`src/sv/int_to_ascii_radix_formatter_macros.svh`:
```
// Assertion macros shared by the radix formatter modules.
// Each macro expects signals named clock and reset in the module that uses it.
`ifndef INT_TO_ASCII_RADIX_FORMATTER_MACROS_SVH
`define INT_TO_ASCII_RADIX_FORMATTER_MACROS_SVH

// The expression must hold at every clock edge outside reset.
`define ITARF_ASSERT_ALWAYS(label, expr, msg) \
   label: assert property (@(posedge clock) disable iff (reset) (expr)) else $error(msg);

// When the antecedent holds, the consequent must hold in the next cycle.
`define ITARF_ASSERT_NEXT(label, ante, cons, msg) \
   label: assert property (@(posedge clock) disable iff (reset) (ante) |=> (cons)) else $error(msg);

`endif

```
`src/sv/itarf_pkg.sv`:
```
// Shared types, format codes and character constants for the radix formatter.
// No dependencies; every module file refers to this package by scoped names.
package itarf_pkg;

   localparam int VALUE_WIDTH = 32;
   // Decimal digits of 2^VALUE_WIDTH - 1: floor(w * log10(2)) + 1.
   localparam int DEC_DIGITS = ((VALUE_WIDTH * 1233) >> 12) + 1;
   localparam int HEX_DIGITS = (VALUE_WIDTH + 3) / 4;
   localparam int HEX_W = 4 * HEX_DIGITS;
   localparam int DIG_W = 4 * DEC_DIGITS;
   localparam int CNT_W = $clog2(VALUE_WIDTH + 1);

   localparam logic [CNT_W-1:0] CNT_LAST = CNT_W'(VALUE_WIDTH - 1);
   localparam logic [CNT_W-1:0] CNT_ONE = CNT_W'(1);
   localparam logic [CNT_W-1:0] SLOTS_BIN = CNT_W'(VALUE_WIDTH);
   localparam logic [CNT_W-1:0] SLOTS_HEX = CNT_W'(HEX_DIGITS);
   localparam logic [CNT_W-1:0] SLOTS_DEC = CNT_W'(DEC_DIGITS);

   localparam logic [1:0] FMT_BIN = 2'd0;
   localparam logic [1:0] FMT_SDEC = 2'd1;
   localparam logic [1:0] FMT_UDEC = 2'd2;
   localparam logic [1:0] FMT_HEX = 2'd3;

   localparam logic [6:0] CHAR_ZERO = 7'h30;
   localparam logic [6:0] CHAR_B = 7'h62;
   localparam logic [6:0] CHAR_X = 7'h78;
   localparam logic [6:0] CHAR_MINUS = 7'h2d;
   localparam logic [6:0] HEX_GAP = 7'd39;
   localparam logic [3:0] DIGIT_TEN = 4'd10;
   localparam logic [3:0] BCD_FIVE = 4'd5;
   localparam logic [3:0] BCD_THREE = 4'd3;

   localparam int QUEUE_DEPTH = 2;
   localparam int QPTR_W = 1;
   localparam logic [QPTR_W-1:0] QPTR_ONE = QPTR_W'(1);
   localparam logic [1:0] QCOUNT_FULL = 2'(QUEUE_DEPTH);

   typedef struct packed {
      logic [1:0] func;
      logic [31:0] value;
   } req_type;

   typedef struct packed {
      logic [6:0] char_code;
      logic last;
   } rsp_type;

   // Classified work item: digits are left-aligned, most significant first.
   typedef struct packed {
      logic [1:0] fmt;
      logic neg;
      logic [DIG_W-1:0] digits;
   } entry_type;

   typedef struct packed {
      logic full;
      logic empty;
   } q_status_type;

endpackage

```
`src/sv/itarf_front.sv`:
```
// Front end: accepts a transaction, forms the magnitude and digit string.
// Decimal formats run a bit-serial double-dabble; depends on itarf_pkg.
`include "int_to_ascii_radix_formatter_macros.svh"

module itarf_front (
   input logic clock,
   input logic reset,
   input logic start,
   output logic busy,
   input itarf_pkg::req_type req_data,
   input itarf_pkg::q_status_type q_status,
   output logic push,
   output itarf_pkg::entry_type push_entry
);

   localparam logic [1:0] F_IDLE = 2'd0;
   localparam logic [1:0] F_CONV = 2'd1;
   localparam logic [1:0] F_PUSH = 2'd2;

   logic [1:0] state_ff, state_in;
   logic [1:0] fmt_ff, fmt_in;
   logic neg_ff, neg_in;
   logic [itarf_pkg::VALUE_WIDTH-1:0] mag_ff, mag_in;
   logic [itarf_pkg::DIG_W-1:0] bcd_ff, bcd_in;
   logic [itarf_pkg::CNT_W-1:0] cnt_ff, cnt_in;

   logic accept;
   logic [itarf_pkg::VALUE_WIDTH-1:0] val;
   logic [itarf_pkg::VALUE_WIDTH-1:0] val_neg;
   logic [itarf_pkg::DIG_W-1:0] bcd_adj;
   logic [itarf_pkg::HEX_W-1:0] hex_ext;

   assign busy = (state_ff != F_IDLE);
   assign accept = start && !busy;
   assign val = req_data.value[itarf_pkg::VALUE_WIDTH-1:0];
   assign val_neg = ~val + {{(itarf_pkg::VALUE_WIDTH-1){1'b0}}, 1'b1};

   // Add three to every BCD digit of five or more before the shift.
   always_comb begin
      for (int i = 0; i < itarf_pkg::DEC_DIGITS; i++) begin
         if (bcd_ff[4*i +: 4] >= itarf_pkg::BCD_FIVE) begin
            bcd_adj[4*i +: 4] = bcd_ff[4*i +: 4] + itarf_pkg::BCD_THREE;
         end else begin
            bcd_adj[4*i +: 4] = bcd_ff[4*i +: 4];
         end
      end
   end

   always_comb begin
      hex_ext = '0;
      hex_ext[itarf_pkg::VALUE_WIDTH-1:0] = mag_ff;
      push_entry.fmt = fmt_ff;
      push_entry.neg = neg_ff;
      push_entry.digits = '0;
      case (fmt_ff)
         itarf_pkg::FMT_BIN: begin
            push_entry.digits[itarf_pkg::DIG_W-1 -: itarf_pkg::VALUE_WIDTH] = mag_ff;
         end
         itarf_pkg::FMT_HEX: begin
            push_entry.digits[itarf_pkg::DIG_W-1 -: itarf_pkg::HEX_W] = hex_ext;
         end
         default: begin
            push_entry.digits = bcd_ff;
         end
      endcase
   end

   always_comb begin
      state_in = state_ff;
      fmt_in = fmt_ff;
      neg_in = neg_ff;
      mag_in = mag_ff;
      bcd_in = bcd_ff;
      cnt_in = cnt_ff;
      push = 1'b0;
      unique case (state_ff)
         F_IDLE: begin
            if (accept) begin
               fmt_in = req_data.func;
               neg_in = (req_data.func == itarf_pkg::FMT_SDEC) &&
                        val[itarf_pkg::VALUE_WIDTH-1];
               mag_in = neg_in ? val_neg : val;
               bcd_in = '0;
               cnt_in = '0;
               if (req_data.func == itarf_pkg::FMT_SDEC ||
                   req_data.func == itarf_pkg::FMT_UDEC) begin
                  state_in = F_CONV;
               end else begin
                  state_in = F_PUSH;
               end
            end
         end
         F_CONV: begin
            bcd_in = {bcd_adj[itarf_pkg::DIG_W-2:0], mag_ff[itarf_pkg::VALUE_WIDTH-1]};
            mag_in = {mag_ff[itarf_pkg::VALUE_WIDTH-2:0], 1'b0};
            cnt_in = cnt_ff + itarf_pkg::CNT_ONE;
            if (cnt_ff == itarf_pkg::CNT_LAST) begin
               state_in = F_PUSH;
            end
         end
         F_PUSH: begin
            if (!q_status.full) begin
               push = 1'b1;
               state_in = F_IDLE;
            end
         end
         default: begin
            state_in = F_IDLE;
         end
      endcase
   end

   always_ff @(posedge clock) begin
      if (reset) begin
         state_ff <= F_IDLE;
      end else begin
         state_ff <= state_in;
      end
      fmt_ff <= fmt_in;
      neg_ff <= neg_in;
      mag_ff <= mag_in;
      bcd_ff <= bcd_in;
      cnt_ff <= cnt_in;
   end

   `ITARF_ASSERT_NEXT(a_conv_runs, state_ff == F_CONV && cnt_ff != itarf_pkg::CNT_LAST, state_ff == F_CONV, "conversion left early")
   `ITARF_ASSERT_NEXT(a_accept_leaves_idle, accept, state_ff == F_CONV || state_ff == F_PUSH, "accepted transaction was dropped")

endmodule

```
`src/sv/itarf_queue.sv`:
```
// Two-entry queue of classified work items between the front and back ends.
// Depends on itarf_pkg for the entry type and depth.
`include "int_to_ascii_radix_formatter_macros.svh"

module itarf_queue (
   input logic clock,
   input logic reset,
   input logic push,
   input itarf_pkg::entry_type push_entry,
   input logic pop,
   output itarf_pkg::entry_type head_entry,
   output itarf_pkg::q_status_type q_status
);

   itarf_pkg::entry_type mem_ff [itarf_pkg::QUEUE_DEPTH];
   logic [itarf_pkg::QPTR_W-1:0] wr_ptr_ff, rd_ptr_ff;
   logic [1:0] count_ff, count_in;

   assign head_entry = mem_ff[rd_ptr_ff];
   assign q_status.full = (count_ff == itarf_pkg::QCOUNT_FULL);
   assign q_status.empty = (count_ff == 2'd0);

   always_comb begin
      case ({push, pop})
         2'b10: count_in = count_ff + 2'd1;
         2'b01: count_in = count_ff - 2'd1;
         default: count_in = count_ff;
      endcase
   end

   always_ff @(posedge clock) begin
      if (reset) begin
         wr_ptr_ff <= '0;
         rd_ptr_ff <= '0;
         count_ff <= 2'd0;
      end else begin
         if (push) begin
            wr_ptr_ff <= wr_ptr_ff + itarf_pkg::QPTR_ONE;
         end
         if (pop) begin
            rd_ptr_ff <= rd_ptr_ff + itarf_pkg::QPTR_ONE;
         end
         count_ff <= count_in;
      end
      if (push) begin
         mem_ff[wr_ptr_ff] <= push_entry;
      end
   end

   `ITARF_ASSERT_ALWAYS(a_no_push_full, !(push && q_status.full), "push into a full queue")
   `ITARF_ASSERT_ALWAYS(a_no_pop_empty, !(pop && q_status.empty), "pop from an empty queue")

endmodule

```
`src/sv/itarf_back.sv`:
```
// Back end: emits prefix, sign and digits one character per cycle.
// Leading zero digits are skipped silently; depends on itarf_pkg.
`include "int_to_ascii_radix_formatter_macros.svh"

module itarf_back (
   input logic clock,
   input logic reset,
   input itarf_pkg::entry_type head_entry,
   input itarf_pkg::q_status_type q_status,
   output logic pop,
   output logic rsp_valid,
   output itarf_pkg::rsp_type rsp_data
);

   localparam logic [1:0] PH_IDLE = 2'd0;
   localparam logic [1:0] PH_PRE0 = 2'd1;
   localparam logic [1:0] PH_PRE1 = 2'd2;
   localparam logic [1:0] PH_DIG = 2'd3;

   logic [1:0] ph_ff, ph_in;
   logic [1:0] fmt_ff, fmt_in;
   logic [itarf_pkg::DIG_W-1:0] dig_ff, dig_in;
   logic [itarf_pkg::CNT_W-1:0] rem_ff, rem_in;
   logic started_ff, started_in;
   logic rsp_valid_ff;
   itarf_pkg::rsp_type rsp_data_ff;

   logic emit;
   itarf_pkg::rsp_type emit_data;
   logic [3:0] top_dig;
   logic [6:0] dig_char;
   logic last_slot;
   logic load;

   assign top_dig = (fmt_ff == itarf_pkg::FMT_BIN) ? {3'b000, dig_ff[itarf_pkg::DIG_W-1]}
                                                  : dig_ff[itarf_pkg::DIG_W-1 -: 4];
   assign dig_char = (top_dig < itarf_pkg::DIGIT_TEN)
                     ? itarf_pkg::CHAR_ZERO + {3'b000, top_dig}
                     : itarf_pkg::CHAR_ZERO + {3'b000, top_dig} + itarf_pkg::HEX_GAP;
   assign last_slot = (rem_ff == itarf_pkg::CNT_ONE);
   // The next item loads in the same cycle that the final digit goes out.
   assign load = !q_status.empty && (ph_ff == PH_IDLE || (ph_ff == PH_DIG && last_slot));
   assign pop = load;

   always_comb begin
      ph_in = ph_ff;
      fmt_in = fmt_ff;
      dig_in = dig_ff;
      rem_in = rem_ff;
      started_in = started_ff;
      emit = 1'b0;
      emit_data.char_code = itarf_pkg::CHAR_ZERO;
      emit_data.last = 1'b0;
      unique case (ph_ff)
         PH_IDLE: begin
         end
         PH_PRE0: begin
            emit = 1'b1;
            ph_in = PH_PRE1;
         end
         PH_PRE1: begin
            emit = 1'b1;
            case (fmt_ff)
               itarf_pkg::FMT_BIN: emit_data.char_code = itarf_pkg::CHAR_B;
               itarf_pkg::FMT_HEX: emit_data.char_code = itarf_pkg::CHAR_X;
               default: emit_data.char_code = itarf_pkg::CHAR_MINUS;
            endcase
            ph_in = PH_DIG;
         end
         PH_DIG: begin
            if (started_ff || top_dig != 4'd0 || last_slot) begin
               emit = 1'b1;
               emit_data.char_code = dig_char;
               emit_data.last = last_slot;
               started_in = 1'b1;
            end
            if (fmt_ff == itarf_pkg::FMT_BIN) begin
               dig_in = {dig_ff[itarf_pkg::DIG_W-2:0], 1'b0};
            end else begin
               dig_in = {dig_ff[itarf_pkg::DIG_W-5:0], 4'b0000};
            end
            rem_in = rem_ff - itarf_pkg::CNT_ONE;
            if (last_slot) begin
               ph_in = PH_IDLE;
            end
         end
         default: begin
            ph_in = PH_IDLE;
         end
      endcase

      if (load) begin
         fmt_in = head_entry.fmt;
         dig_in = head_entry.digits;
         started_in = 1'b0;
         case (head_entry.fmt)
            itarf_pkg::FMT_BIN: rem_in = itarf_pkg::SLOTS_BIN;
            itarf_pkg::FMT_HEX: rem_in = itarf_pkg::SLOTS_HEX;
            default: rem_in = itarf_pkg::SLOTS_DEC;
         endcase
         if (head_entry.fmt == itarf_pkg::FMT_BIN || head_entry.fmt == itarf_pkg::FMT_HEX) begin
            ph_in = PH_PRE0;
         end else if (head_entry.neg) begin
            ph_in = PH_PRE1;
         end else begin
            ph_in = PH_DIG;
         end
      end
   end

   always_ff @(posedge clock) begin
      if (reset) begin
         ph_ff <= PH_IDLE;
         rsp_valid_ff <= 1'b0;
      end else begin
         ph_ff <= ph_in;
         rsp_valid_ff <= emit;
      end
      fmt_ff <= fmt_in;
      dig_ff <= dig_in;
      rem_ff <= rem_in;
      started_ff <= started_in;
      rsp_data_ff <= emit_data;
   end

   assign rsp_valid = rsp_valid_ff;
   assign rsp_data = rsp_data_ff;

   `ITARF_ASSERT_NEXT(a_started_holds, ph_ff == PH_DIG && emit && !last_slot, started_ff, "digit run lost its started flag")
   `ITARF_ASSERT_NEXT(a_last_ends, ph_ff == PH_DIG && last_slot && !load, ph_ff == PH_IDLE, "text did not end after last digit")

endmodule

```
`src/sv/int_to_ascii_radix_formatter.sv`:
```
// Radix formatter: with both ends idle, the first character of a binary or hex transaction
// passes the front end's push state, the queue and the back end's output register; a decimal
// one first runs the bit-serial conversion, and skipped leading zero digit slots emit nothing.
// The back end takes one prefix character or digit slot per cycle, so a binary transaction
// occupies it far longer than a hex or decimal one.
// The front end stays busy through the bit-serial decimal conversion until the item is pushed.
// Synchronous reset empties the queue and idles both ends; the receiver cannot stall.
module int_to_ascii_radix_formatter (
   input logic clock,
   input logic reset,
   input logic start,
   output logic busy,
   input itarf_pkg::req_type req_data,
   output logic rsp_valid,
   output itarf_pkg::rsp_type rsp_data
);

   logic push;
   logic pop;
   itarf_pkg::entry_type push_entry;
   itarf_pkg::entry_type head_entry;
   itarf_pkg::q_status_type q_status;

   itarf_front u_front (
      .clock(clock),
      .reset(reset),
      .start(start),
      .busy(busy),
      .req_data(req_data),
      .q_status(q_status),
      .push(push),
      .push_entry(push_entry)
   );

   itarf_queue u_queue (
      .clock(clock),
      .reset(reset),
      .push(push),
      .push_entry(push_entry),
      .pop(pop),
      .head_entry(head_entry),
      .q_status(q_status)
   );

   itarf_back u_back (
      .clock(clock),
      .reset(reset),
      .head_entry(head_entry),
      .q_status(q_status),
      .pop(pop),
      .rsp_valid(rsp_valid),
      .rsp_data(rsp_data)
   );

endmodule
```
`config.mk`:
```
export PLATFORM = sky130hd
export DESIGN_NAME = int_to_ascii_radix_formatter
export DESIGN_NICKNAME = d
export VERILOG_FILES = /design/src/sv/itarf_pkg.sv /design/src/sv/itarf_front.sv /design/src/sv/itarf_queue.sv /design/src/sv/itarf_back.sv /design/src/sv/int_to_ascii_radix_formatter.sv
export VERILOG_INCLUDE_DIRS = /design/src /design/src/sv
export SDC_FILE = /design/constraint.sdc
export NUM_CORES = 1
export LEC_CHECK = 0
export BUFFER_PORTS_ARGS = -buffer_cell sky130_fd_sc_hd__buf_2
export CORE_MARGIN = 5
export CORE_UTILIZATION = 50
export DETAILED_ROUTE_END_ITERATION = 16
export GPL_ROUTABILITY_DRIVEN = 0
export PLACE_DENSITY_LB_ADDON = 0.08
export SYNTH_ARGS = -nofsm -noshare
export SYNTH_HDL_FRONTEND = slang
export SYNTH_SLANG_ARGS = --single-unit
```
`constraint.sdc`:
```
create_clock -name clock -period 6 [get_ports clock]
set_input_delay 0.6 -clock clock [delete_from_list [all_inputs] [get_ports clock]]
set_output_delay 0.6 -clock clock [all_outputs]
set_load 0.05 [all_outputs]
```
==> reports/results.ini, run 1 <==
[status]
status = complete, no violations

[sta]
rsz0062_at_grt = no
finalClockSkew_ns = 0.00918
hold_viol = 0
fin_setup_tns_ns = 0
worstMarginPinSlew_ns = 1.07
setup_viol = 0
fmax_mhz = 344
period_share_pct = 48.5
report.final.slew_viol_count = 0
finalCriticalPeriod_ns = 2.91
slew_headroom_pct = 28.7

[clocking]
hold_buffers = 0
cts_tree = done
clk_pin_slew_worst_paths_ns = 0.06
numCtsBuffers = 26
h-tree-depth = 1
post-cts-setup-buffers = 0
cts_resized = 0
insertion_delay_ns = 0.52
clockBufferDepth = 3
clockRootBuffer = clkbuf_16
cts.sinks = 234

[final_layout]
fillerInstances = 1883
finalInstanceArea_mm2 = 0.0129
antenna_cells = 0
syn2layout_area_growth_pct = 11.5
layout.nets = 1069
layout_commonest_cell = edfxtp_1
drive_above_1_share_pct = 14.6
most-common-layout-cells = edfxtp_1, a21oi_1, nor2_1, nand2_1, buf_2

[drt]
viasPerCell = 5.49
drt_iter0_markers = 461
drt-total-wl_um = 22200
routedWlPerCell_um = 17.1
drc_errors = 0
firstDrtPassIters = 5
num_vias = 7139
ant_nets = 0

[die]
start_util_pct = 50.9
core-area_mm2 = 0.0226
dieArea_mm2 = 0.0262
ios = 47
die_h_um = 162
die_x_um = 162
num_rows = 55

[yosys]
synth-edff-count = 215
ys_warn_count = 0
ys.flop_type = edfxtp_1
synthCells = 958
yosys_register_bits = 234
async_flop_share_pct = 0
synth-simple-area-share_pct = 11.3
syn_area_mm2 = 0.0115
syn_area_per_cell_um2 = 12.0
synth_top_family_by_area = simple AND/OR/NAND/NOR gates
syn_nets = 1031
ys_types = 54
muxShareOfSynthArea_pct = 7.13
synthXorXnorAreaFrac_pct = 4.56
synth_compound_area_share_pct = 10.9
synth_fa_ha_area_share_pct = 3.91
yosysSeqAreaShare_pct = 59.3

[global_routing]
first_global_vias = 6882
grt.overflow.total = 0
grt_usage_pct = 16.8
grt_max_degree = 80
antenna_found_initial = 0
grt_first_pass_wirelength_um = 36100

[flow_run]
drv_cap = 0

[critical_path]
arrival_ns = 3.27
path_class = register to register
path_max_fanout = 46
worstReg2RegEnd = u_back.dig_ff[16]
cp-start-kind = register
r2r-start = u_back.ph_ff[1]
startpoint = u_back.ph_ff[1]
end_kind = register
r2r_cells = 8
crit_end = u_back.dig_ff[16]
r2r_setup_slack_ns = 3.09
worstPathRequired_ns = 6.36

[placed_design]
portBuffers = 46
placed_area_mm2 = 0.0121
hpwl_um = 14600

[hold_path]
hold_class = input port to register

[pwr]
vdd_ir_drop_max_v = 0.000213
cellPowerDensity_mw_per_mm2 = 505
p_leak_uw = 0.00446

[cell usage after synthesis, types with 2 or more instances]
| cell type | count | share of area [%] |
|---|---|---|
| a21oi_1 | 83 | 3.6 |
| mux2i_1 | 45 | 3.9 |
| nand2b_1 | 13 | 0.71 |
| or3_1 | 4 | 0.22 |
| o31ai_1 | 7 | 0.46 |
| edfxtp_1 | 215 | 56 |
| o41ai_1 | 4 | 0.30 |
| xnor2_1 | 24 | 1.8 |
| o41ai_2 | 4 | 0.56 |
| nor4_1 | 4 | 0.22 |
| nor2_1 | 83 | 2.7 |
| nor3_1 | 14 | 0.61 |
| ha_1 | 36 | 3.9 |
| xor2_1 | 36 | 2.7 |
| nor2b_1 | 37 | 2.0 |
| nand4_1 | 3 | 0.16 |
| nand2_1 | 61 | 2.0 |
| o21ai_1 | 4 | 0.17 |
| o22ai_1 | 4 | 0.22 |
| mux2_2 | 33 | 3.2 |
| buf_2 | 5 | 0.22 |
| o211ai_1 | 3 | 0.20 |
| clkbuf_1 | 39 | 1.3 |
| or3_4 | 2 | 0.20 |
| or2_2 | 4 | 0.22 |
| o21ai_0 | 45 | 2.0 |
| nor4_4 | 2 | 0.37 |
| a31oi_1 | 2 | 0.11 |
| inv_1 | 42 | 1.4 |
| dfxtp_1 | 19 | 3.3 |
| a211oi_1 | 41 | 2.7 |
| and2_1 | 10 | 0.54 |
| nand3_1 | 9 | 0.39 |
[critical path, cell delays in order (launching register included)]
cell       delay (ns)
dfxtp_1          0.39
ha_1             0.27
nand4bb_1        0.13
nor3_2           0.26
o22ai_2          0.21
inv_2            0.61
buf_4            0.52
a211oi_1         0.14
a21oi_1          0.19
[per-stage QoR]
step / cells / hold slack, ns / util [%] / total power (uW) / setup slack [ns]
6_report: 1300 / 0.269 / 56.8 / 6490 / 3.09
5_1_grt: 1300 / 0.258 / 56.8 / 6920 / 2.83
4_1_cts: 1300 / 0.250 / 56.8 / 6560 / 3.09
3_5_place_dp: 1253 / 0.465 / 53.3 / 5050 / 3.15
3_3_place_gp: 1253 / 0.464 / 53.3 / 5010 / 3.18
2_1_floorplan: 958 / 0.421 / - / 4480 / 1.58
[routing by layer]
| layer | up-vias | wire (um) | share of wire, % | global-route usage [%] |
|---|---|---|---|---|
| li1 | 3580 | - | - | - |
| met1 | 3391 | 11100 | 50 | 25.4 |
| met4 | 0 | 403 | 1.8 | 4.38 |
| met3 | 30 | 882 | 4.0 | 2.08 |
| met5 | - | 0 | 0 | 0 |
| met2 | 138 | 9770 | 44 | 26.1 |
[how the worst min path moves through the flow]
stage	start	to	slack, ns	cells after the start
global route	req_data[33]	u_front.fmt_ff[1]	0.26	1
detailed placement	u_back.started_ff	u_back.started_ff	0.46	2
global placement	u_back.started_ff	u_back.started_ff	0.46	2
finish	req_data[33]	u_front.fmt_ff[1]	0.27	1
CTS	req_data[33]	u_front.fmt_ff[1]	0.25	1
floorplan	u_front.neg_ff	u_queue.mem_ff[0][40]	0.42	0
[cell type report]
type	instances	area [um^2]	area share, %
flip-flops and latches	234	6840	53.2
multi-input cells	636	4410	34.3
clock buffers	40	734	5.71
well taps	285	357	2.77
repair buffers	55	298	2.32
inverters	43	161	1.26
clock inverters	7	56.3	0.438
[kinds of logic (layout without fill, tap and decap cells)]
group	after synthesis	after routing
compound gates	205	205
buf+inv	88	145
mux	78	78
flops	234	234
other cells	1	1
fa+ha+maj	36	36
simple gates	256	256
xor+xnor	60	60
[power breakdown]
part / leakage [uW] / internal (uW) / switching (uW) / total [uW]
sequential: 0.00221 / 2570 / 336 / 2910
combinational: 0.00187 / 798 / 1300 / 2100
clock: 0.000385 / 880 / 606 / 1490
total: 0.00446 / 4250 / 2240 / 6490
[flip-flops by register name (all words and copies together), names as in the netlist, 2 cells and up, named ones only]
name	count
u_back.rem_ff	6
u_front.cnt_ff	6
u_back.fmt_ff	2
u_queue.mem_ff	86
u_front.fmt_ff	2
u_back.dig_ff	40
u_back.rsp_data	8
u_front.hex_ext	32
u_front.state_ff	2
u_queue.count_ff	2
u_front.bcd_ff	40
u_back.ph_ff	2
(Power assumes the default switching activity.)
==> run 2, diff against run 1 <==
--- a/config.mk
+++ b/config.mk
@@ -6,6 +6,7 @@
 export SDC_FILE = /design/constraint.sdc
 export NUM_CORES = 1
 export LEC_CHECK = 0
+export ABC_AREA = 1
 export BUFFER_PORTS_ARGS = -buffer_cell sky130_fd_sc_hd__buf_2
 export CORE_MARGIN = 5
 export CORE_UTILIZATION = 50
==> constraint.sdc (replaced) <==
create_clock -name clock -period 3 [get_ports clock]
set_input_delay 0.3 -clock clock [delete_from_list [all_inputs] [get_ports clock]]
set_output_delay 0.3 -clock clock [all_outputs]
set_load 0.05 [all_outputs]
==> run 2 against run 1 <==
Against the previous run:
- utilization is 0.10 points higher
- worst setup slack worse by 2.5 ns
- clock power is 110% higher
- via count is 10% higher
- sequential power is 77% higher
- critical path type is now input port to register
- die area is 1.9% higher
- area after synthesis is 2.0% higher
- critical endpoint is now u_front.hex_ext[28]
- wire length is 6.3% higher
- sequential cell count stayed put
- total power is 81% higher
==> reports/results.ini, run 2 <==
[yosys]
syn_area_per_cell_um2 = 10.1  ; was 12.0 um^2
syn_area_mm2 = 0.0118  ; was 0.0115 mm^2
ys.flop_type = edfxtp_1  ; unchanged
synthCells = 1160  ; was 958
yosysSeqAreaShare_pct = 58.1  ; was 59.3%
syn_nets = 1233  ; was 1031
netlist_top_cells_count = edfxtp_1, nand2_1, o21ai_0  ; was edfxtp_1, a21oi_1, nor2_1
yosysMostFrequentCell = edfxtp_1  ; unchanged
synth_area_leaders = edfxtp_1, nand2_1, o21ai_0  ; was edfxtp_1, ha_1, mux2i_1
synthDominantCellAreaShare_pct = 54.9  ; was 56.0%
yosys_register_bits = 234  ; unchanged
async_flop_share_pct = 0  ; unchanged
ys_warn_count = 0  ; unchanged
ys_types = 44  ; was 54
synth-edff-count = 215  ; unchanged
yosysTopAreaCell = edfxtp_1  ; unchanged

[clocking]
insertion_delay_ns = 0.52  ; about the same
post-cts-setup-buffers = 0  ; unchanged
clockRootBuffer = clkbuf_16  ; unchanged
clk_pin_slew_worst_paths_ns = 0.06  ; about the same
cts.sinks = 234  ; unchanged
h-tree-depth = 1  ; unchanged
numCtsBuffers = 27  ; was 26
cts_tree = done  ; unchanged
clockBufferDepth = 3  ; unchanged

[sta]
fin_hold_ws_ns = 0.0642  ; was 0.269 ns
fmax_mhz = 422
fin_setup_tns_ns = 0  ; unchanged
report.final.slew_viol_count = 0  ; unchanged
rsz0062_at_grt = no  ; unchanged
setup_viol = 0  ; unchanged
finalClockSkew_ns = 0.0108  ; was 0.00918 ns
period_share_pct = 78.9
hold_viol = 0  ; unchanged
slew_headroom_pct = 50.2  ; was 28.7%
worstMarginPinSlew_ns = 0.746  ; was 1.07 ns
finalCriticalPeriod_ns = 2.37

[final_layout]
drive_above_1_share_pct = 13.5  ; was 14.6%
fillerInstances = 2076  ; was 1883
largest_reg_flops = 86  ; unchanged
layout.nets = 1283  ; was 1069
layout_commonest_cell = edfxtp_1  ; unchanged
reg_top3 = u_queue.mem_ff (86), u_back.dig_ff (40), u_front.bcd_ff (40)  ; unchanged
most-common-layout-cells = edfxtp_1, nand2_1, o21ai_0, nor2_1, inv_1  ; was edfxtp_1, a21oi_1, nor2_1, nand2_1, buf_2
antenna_cells = 0  ; unchanged
syn2layout_area_growth_pct = 12.9  ; was 11.5%
stdcell_count = 1549  ; was 1300
regMostFlops = u_queue.mem_ff  ; unchanged

[die]
core-area_mm2 = 0.0233  ; was 0.0226 mm^2
die_x_um = 163  ; was 162 um
num_rows = 56  ; was 55
die_h_um = 163  ; was 162 um
dieArea_mm2 = 0.0267  ; was 0.0262 mm^2
start_util_pct = 50.4  ; was 50.9%
ios = 47  ; unchanged

[global_routing]
grt.overflow.total = 0  ; unchanged
first_global_vias = 7497  ; was 6882
grt_usage_pct = 17.8  ; was 16.8%
grt_max_degree = 85  ; was 80
grt_first_pass_wirelength_um = 38600  ; was 36100 um
antenna_found_initial = 0  ; unchanged

[flow_run]
drv_cap = 0  ; unchanged

[drt]
drc_errors = 0  ; unchanged
firstDrtPassIters = 5  ; unchanged
ant_nets = 0  ; unchanged
drt-total-wl_um = 23600  ; was 22200 um
num_vias = 7886  ; was 7139
viasPerCell = 5.09  ; was 5.49
routedWlPerCell_um = 15.2  ; was 17.1 um
drt_iter0_markers = 468  ; was 461

[pwr]
cellPowerDensity_mw_per_mm2 = 885  ; was 505 mW/mm^2
vdd_ir_drop_max_v = 0.000411  ; was 0.000213 V
p_leak_uw = 0.00509  ; was 0.00446 uW

[critical_path]
end_kind = register  ; unchanged
path_class = input port to register  ; was register to register
slowest_delay_ns = 0.54  ; was 0.61 ns
crit_chain = dlygate4sd3_1 -> buf_2 -> inv_1 -> ha_1 -> nand2_2 -> inv_2 -> nand2_1 -> nand3_1 -> nor2_4 -> nand3_1 -> nand2_1 -> nand3_1 -> nand2_1  ; was ha_1 -> nand4bb_1 -> nor3_2 -> o22ai_2 -> inv_2 -> buf_4 -> a211oi_1 -> a21oi_1
cp-start-kind = input port  ; was register
slowest_stage = dlygate4sd3_1  ; was inv_2
path_max_fanout = 25  ; was 46
worstPathRequired_ns = 3.27  ; was 6.36 ns
arrival_ns = 2.63  ; was 3.27 ns

[placed_design]
portBuffers = 46  ; unchanged
hpwl_um = 16400  ; was 14600 um
dp.cells = 1498  ; was 1253

[hold_path]
hold_class = input port to register  ; unchanged

[status]
status = complete, no violations  ; unchanged

run 2: cell count changes after synthesis, moves of 31 or more:
cell / change
nand2_1: +143
o21ai_0: +99
inv_1: +67
a21oi_1: -44
nor2b_1: -37
a211oi_1: -34
mux2_2: -33
or2_2: +32
nor2_1: +31
o211ai_1: +31
run 2: critical path: cells and delay by family:
family | cells | cell delay (ns)
buffers and inverters | 4 | 1.11
and+or+nand+nor | 8 | 1.00
adders and majority gates | 1 | 0.22
run 2: where the power goes:
group | switching [uW] | internal [uW] | leakage, uW
sequential | 398 | 4760 | 0.00221
clock | 1250 | 1920 | 0.000432
combinational | 2260 | 1160 | 0.00245
total | 3910 | 7840 | 0.00509
run 2: logic make-up (layout without fill, tap and decap cells):
kind of cell               after synthesis  after routing  share of synthesized area, %
AOI/OAI and AO/OA                      247            247                          11.8
xor gates and xnor gates                24             24                          1.79
adders and majority gates               36             36                          3.83
buffers and inverters                  155            225                          5.36
DFF                                    234            234                          58.1
muxes                                   34             34                          2.89
other                                    1              1                        0.0319
and+or+nand+nor                        429            429                          16.1
run 2: layer usage:
layer | vias up | global-route usage, % | part of all wire (%)
met5 | - | 0 | 0
met4 | 0 | 3.39 | 1.1
met3 | 17 | 2.57 | 3.9
met2 | 119 | 26.2 | 42
met1 | 3644 | 28.2 | 53
li1 | 4106 | - | -
run 2: what timing repair did:
action                                 4_1_cts  5_1_grt
hold buffers                                 2        0
setup endpoints to repair                    0        0
gates resized for setup                      0        0
endpoints found under the hold margin        2        0
run 2: worst paths after layout:
path                     startpoint                   to  slack, ns  cells after the start
setup / recovery       req_data[33]  u_front.hex_ext[28]       0.63                     13
hold / removal                reset  u_front.state_ff[0]       0.06                      2
setup reg to reg    u_back.ph_ff[1]    u_back.dig_ff[17]       0.75                      6
hold reg to reg   u_queue.rd_ptr_ff    u_queue.rd_ptr_ff       0.45                      1
run 2: final cells by class:
| type | count | area, um^2 | area share, % |
|---|---|---|---|
| clock buffer | 32 | 704 | 5.31 |
| clock inverter | 17 | 155 | 1.17 |
| inverter | 112 | 420 | 3.17 |
| multi-input combinational | 771 | 4340 | 32.7 |
| sequential | 234 | 6840 | 51.5 |
| tap | 319 | 399 | 3.01 |
| timing repair buffer | 64 | 420 | 3.17 |
run 2: metrics by stage:
stage	setup slack (ns)	area (um^2)	power [uW]	utilization [%]
2_1_floorplan	0.350	11800	7690	-
3_3_place_gp	0.718	12400	8620	53.1
3_5_place_dp	0.652	12400	8660	53.1
4_1_cts	0.643	13300	11900	56.9
5_1_grt	0.419	13300	12500	56.9
6_report	0.632	13300	11800	56.9
